--- config.mk ---
export PLATFORM = sky130hd
export DESIGN_NAME = slfr_front_flat
export DESIGN_NICKNAME = d
export VERILOG_FILES = /design/src/rtl/slfr_pkg.sv /design/src/rtl/slfr_in_if.sv /design/src/rtl/slfr_front.sv /design/src/flat_wrapper.sv
export SDC_FILE = /design/constraint.sdc
export NUM_CORES = 1
export LEC_CHECK = 0
export BUFFER_PORTS_ARGS = -buffer_cell sky130_fd_sc_hd__buf_2
export CORE_ASPECT_RATIO = 0.8
export CORE_UTILIZATION = 45
export DETAILED_ROUTE_END_ITERATION = 16
export PLACE_DENSITY_LB_ADDON = 0.1
export SLEW_MARGIN = 20
export SYNTH_ARGS = -nofsm -noshare
export SYNTH_HDL_FRONTEND = slang
export SYNTH_SLANG_ARGS = --single-unit
--- constraint.sdc ---
create_clock -name clk_i -period 2.3 [get_ports clk_i]
set_input_delay 0.345 -clock clk_i [delete_from_list [all_inputs] [get_ports clk_i]]
set_output_delay 0.345 -clock clk_i [all_outputs]
set_load 0.005 [all_outputs]
--- src/rtl/slfr_pkg.sv ---
// ----------------------------------------------------------------------------
// Frame receiver package
// Item codes, queue entry type and fixed field widths shared by the block.
// ----------------------------------------------------------------------------
package slfr_pkg;

  localparam int unsigned KIND_W   = 2;
  localparam int unsigned BYTE_W   = 8;
  localparam int unsigned BIDX_W   = 2;
  localparam int unsigned COUNT_W  = 32;
  localparam int unsigned QDEPTH   = 2;
  localparam int unsigned QPTR_W   = 1;
  localparam int unsigned QCNT_W   = 2;
  localparam int unsigned CFG_IDX_W = 1;

  localparam logic [CFG_IDX_W-1:0] CFG_SYNC_FIRST  = 1'b0;
  localparam logic [CFG_IDX_W-1:0] CFG_SYNC_SECOND = 1'b1;

  localparam logic [BYTE_W-1:0] SYNC_FIRST_RST  = 8'd34;
  localparam logic [BYTE_W-1:0] SYNC_SECOND_RST = 8'd105;

  typedef enum logic [KIND_W-1:0] {
    OP_RX      = 2'd0,
    OP_QUERY   = 2'd1,
    OP_READ    = 2'd2,
    OP_RELEASE = 2'd3
  } op_e;

  typedef enum logic [3:0] {
    ST_SYNC1 = 4'b0001,
    ST_SYNC2 = 4'b0010,
    ST_LEN   = 4'b0100,
    ST_DATA  = 4'b1000
  } parse_e;

  typedef struct packed {
    op_e               op;
    logic [BYTE_W-1:0] rx_byte;
    logic [BIDX_W-1:0] buffer_index;
    logic [BYTE_W-1:0] byte_offset;
  } item_t;

  typedef struct packed {
    logic  valid;
    item_t item;
  } queue_head_t;

endpackage

--- src/rtl/slfr_in_if.sv ---
// ----------------------------------------------------------------------------
// Frame receiver input channel
// Valid/ready channel carrying one input item per transfer.
// ----------------------------------------------------------------------------
interface slfr_in_if;
  logic       valid;
  logic       ready;
  logic [1:0] kind;
  logic [7:0] rx_byte;
  logic [1:0] buffer_index;
  logic [7:0] byte_offset;

  modport source (output valid, kind, rx_byte, buffer_index, byte_offset, input ready);
  modport sink   (input valid, kind, rx_byte, buffer_index, byte_offset, output ready);
endinterface

--- src/rtl/slfr_front.sv ---
// ----------------------------------------------------------------------------
// Frame receiver front end
// Accepts input items, decodes their kind and holds them in a short queue.
// ----------------------------------------------------------------------------
module slfr_front import slfr_pkg::*; (
  input  logic        clk_i,
  input  logic        rst_ni,
  slfr_in_if.sink     in_i,
  input  logic        pop_i,
  output queue_head_t head_o
);

  item_t             entry_q [QDEPTH];
  logic [QPTR_W-1:0] wptr_q, wptr_d, rptr_q, rptr_d;
  logic [QCNT_W-1:0] cnt_q, cnt_d;
  logic              push, pop;
  item_t             new_item;
  op_e               op;

  always_comb begin
    case (in_i.kind)
      OP_RX:    op = OP_RX;
      OP_QUERY: op = OP_QUERY;
      OP_READ:  op = OP_READ;
      default:  op = OP_RELEASE;
    endcase
  end

  assign new_item = '{op: op, rx_byte: in_i.rx_byte, buffer_index: in_i.buffer_index,
                      byte_offset: in_i.byte_offset};

  assign in_i.ready = (cnt_q != QCNT_W'(QDEPTH));
  assign push       = in_i.valid && in_i.ready;
  assign pop        = pop_i && (cnt_q != '0);

  always_comb begin
    wptr_d = push ? wptr_q + 1'b1 : wptr_q;
    rptr_d = pop ? rptr_q + 1'b1 : rptr_q;
    cnt_d  = cnt_q + QCNT_W'(push) - QCNT_W'(pop);
  end

  always_ff @(posedge clk_i or negedge rst_ni) begin
    if (!rst_ni) begin
      wptr_q <= '0;
      rptr_q <= '0;
      cnt_q  <= '0;
    end else begin
      wptr_q <= wptr_d;
      rptr_q <= rptr_d;
      cnt_q  <= cnt_d;
    end
  end

  always_ff @(posedge clk_i) begin
    if (push) begin
      entry_q[wptr_q] <= new_item;
    end
  end

  assign head_o.valid = (cnt_q != '0);
  assign head_o.item  = entry_q[rptr_q];

endmodule

--- src/flat_wrapper.sv ---
// flat-port wrapper written by rule: the top's interface ports become plain ports
module slfr_front_flat import slfr_pkg::*;
  (clk_i, rst_ni, pop_i, head_o, in_i_valid, in_i_kind, in_i_rx_byte, in_i_buffer_index, in_i_byte_offset, in_i_ready);
  slfr_in_if in_i_i ();
  input  logic clk_i;
  input  logic rst_ni;
  input  logic pop_i;
  output queue_head_t head_o;
  input wire logic [$bits(in_i_i.valid)-1:0] in_i_valid;
  input wire logic [$bits(in_i_i.kind)-1:0] in_i_kind;
  input wire logic [$bits(in_i_i.rx_byte)-1:0] in_i_rx_byte;
  input wire logic [$bits(in_i_i.buffer_index)-1:0] in_i_buffer_index;
  input wire logic [$bits(in_i_i.byte_offset)-1:0] in_i_byte_offset;
  output wire logic [$bits(in_i_i.ready)-1:0] in_i_ready;
  assign in_i_i.valid = in_i_valid;
  assign in_i_i.kind = in_i_kind;
  assign in_i_i.rx_byte = in_i_rx_byte;
  assign in_i_i.buffer_index = in_i_buffer_index;
  assign in_i_i.byte_offset = in_i_byte_offset;
  assign in_i_ready = in_i_i.ready;
  slfr_front u_core (.clk_i(clk_i), .rst_ni(rst_ni), .in_i(in_i_i), .pop_i(pop_i), .head_o(head_o));
endmodule
==> out/metrics.cfg <==
[status]
status = finished, final reports clean

[worst_setup_path]
rr_startpoint = u_core.cnt_q[1]
startpoint_type = flip-flop
worstPathArrival_ps = 1890
worstSetupStartpoint = u_core.cnt_q[1]
cp_max_fo = 3
critPathKind = reg2reg
rrSetupSlack_ps = 630
crit_path_end = u_core.cnt_q[1]
rr_worst_depth = 7
crit_path_end_kind = flip-flop
worstPathRequired_ps = 2510
rr_endpoint = u_core.cnt_q[1]

[route]
firstDrtPassIters = 4
first_iter_violations = 78
ant_nets = 0
wl_met2_um = 1158
wirelength_um = 2431
met1_length_um = 1040
route.met3.wl_um = 197
drc = 0
avgViaCountPerCell = 4.787
vias = 852
highest-signal-layer = met4
routedWlPerCell_um = 13.66

[timing]
finClkSkew_ps = 9.046
slew_headroom = 0.8155
worst_slack_ps = 625.7
worstMarginPinSlew_ps = 276.7
hold_ws_ps = 242.1
hold_viol_final = 0
tns_ps = 0
finalSetupViolCount = 0
period_needed_ps = 1674
slew_viol_final = 0
fmax_mhz = 597.3
rsz0062_at_grt = false
fin_crit_sh = 0.7280

[yosys]
synth_compound_area_frac = 0
ys_seq_elements = 44
synth_top_family_by_area = multiplexers
synthXorXnorAreaFrac = 0.02116
syn_area_per_cell_um2 = 19.94
synth_area_um2 = 1655
synth.area.mux_share = 0.1361
ys_types = 16
synthesis.nets = 109
ys_warn_count = 0
syn-instance-count = 83
yosys.area_share.simple = 0.02116
synth_fa_ha_area_frac = 0.01512
synth_seq_area_share = 0.7861

[clock_network]
h-tree-depth = 2
cts-hold-fix-buffers = 1
cts_tree = yes
clock-sinks = 44
cts_buffers = 5
cts_buffer_depth = 2
clock_latency_ps = 290
cts.reportedPaths.clkPinSlew_ps = 80
cts_resized = 0
cts-root-buf = clkbuf_8
cts_setup_buffers = 0

[global_routing]
grt_use_total = 0.1368
antenna_found_initial = 0
grt_overflow_total = 0
grt_first_pass_wirelength_um = 3843
grt_max_degree = 21
grt_pass1_vias = 836

[power_and_ir_drop]
p_per_area_nw_per_um2 = 1130
irDropWorstVdd_v = 0.0006985
leakagePower_uw = 0.0008002

[placed_design]
dp_hpwl_um = 1671
placed_cells = 170
pre_cts_ws_ps = 642.9
portBuffers = 45
gp_congestion = 0.6798

[layout]
layout_common_cells = buf_2 (45), edfxtp_1 (40), mux2_1 (19)
fin_nets = 162
nFillCells = 273
insertedDiodeCount = 0
drive_gt1_frac = 0.4191
syn_to_final_growth_pct = 22.60
fin_cells = 178
layout_commonest_cell = buf_2

[min_path]
hold_class = in2reg

[die]
rows = 19
die_h_um = 56.25
num_io_pins = 46
core-area_um2 = 3471
dieArea_um2 = 3926
die_w_um = 69.81
initial_utilization = 0.4769

[job]
cap_violations = 0

[worst min path at each step]
| stage | start | endpoint | slack (ps) | cells after the start |
|---|---|---|---|---|
| after global routing | in_i_byte_offset[3] | u_core.entry_q[0][3] | 230 | 1 |
| after detailed placement | rst_ni | u_core.rptr_q | 160 | 1 |
| after CTS | in_i_buffer_index[1] | u_core.entry_q[1][9] | 240 | 1 |
| after global placement | rst_ni | u_core.wptr_q | 160 | 1 |
| after floorplan | rst_ni | u_core.cnt_q[0] | 50 | 0 |
| final | in_i_buffer_index[1] | u_core.entry_q[1][9] | 240 | 1 |
[layer usage]
| metal | vias up | track usage |
|---|---|---|
| li1 | 411 | - |
| met1 | 403 | 0.1663 |
| met2 | 33 | 0.2102 |
| met3 | 5 | 0.05797 |
| met4 | 0 | 0.06857 |
| met5 | - | 0 |
[flip-flops by register name, summed over array words and instances, names as in the netlist]
| register | cells |
|---|---|
| u_core.rptr_q | 1 |
| u_core.cnt_q | 2 |
| u_core.entry_q | 40 |
| u_core.wptr_q | 1 |
[cell usage after synthesis (all sizes together)]
cell type / number / area, um2
edfxtp: 40 / 1201
and2: 1 / 8.760
clkbuf: 2 / 7.510
nand2: 1 / 3.750
nand2b: 1 / 6.260
xnor2: 3 / 26.28
buf: 2 / 15.01
ha: 2 / 25.02
dfrtp: 4 / 100.1
or2: 1 / 6.260
xor2: 1 / 8.760
inv: 3 / 11.26
and3: 1 / 6.260
nor2: 1 / 3.750
mux2: 20 / 225.2
[critical path, cell delays in order (launching register included)]
cell and delay, ps:
dfrtp_1 410, or2_1 230, and2_4 170, ha_1 260, inv_1 40, ha_1 190, xnor2_1 180, xnor2_1 140
[per-stage QoR]
stage	utilization	total power, uW	instance area, um2
2_1_floorplan	-	1600	1655
3_3_place_gp	0.5598	1883	1943
3_5_place_dp	0.5598	1908	1943
4_1_cts	0.5847	2331	2029
5_1_grt	0.5847	2440	2029
6_report	0.5847	2294	2029
[logic make-up (layout without fill, tap and decap cells)]
group	after synthesis	in the layout
xor gates and xnor gates	4	4
adders and majority gates	2	2
buffers and inverters	7	60
DFF	44	44
muxes	20	20
and+or+nand+nor	6	6
[final cells by class]
cell class / instances / area, um2 / area share
sequential: 44 / 1301 / 0.6412
multi-input combinational: 32 / 322.8 / 0.1591
timing repair buffer: 50 / 265.3 / 0.1307
clock buffer: 5 / 68.82 / 0.03391
tap: 42 / 52.55 / 0.02589
inverter: 3 / 11.26 / 0.005549
clock inverter: 2 / 7.507 / 0.003699
[where the power goes]
part / switching [uW] / total, uW / internal [uW]
Combinational: 356 / 712 / 356
Sequential: 53.4 / 1160 / 1100
Clock: 226 / 427 / 200
Total: 636 / 2290 / 1660
Power figures use the tool's default switching activity.
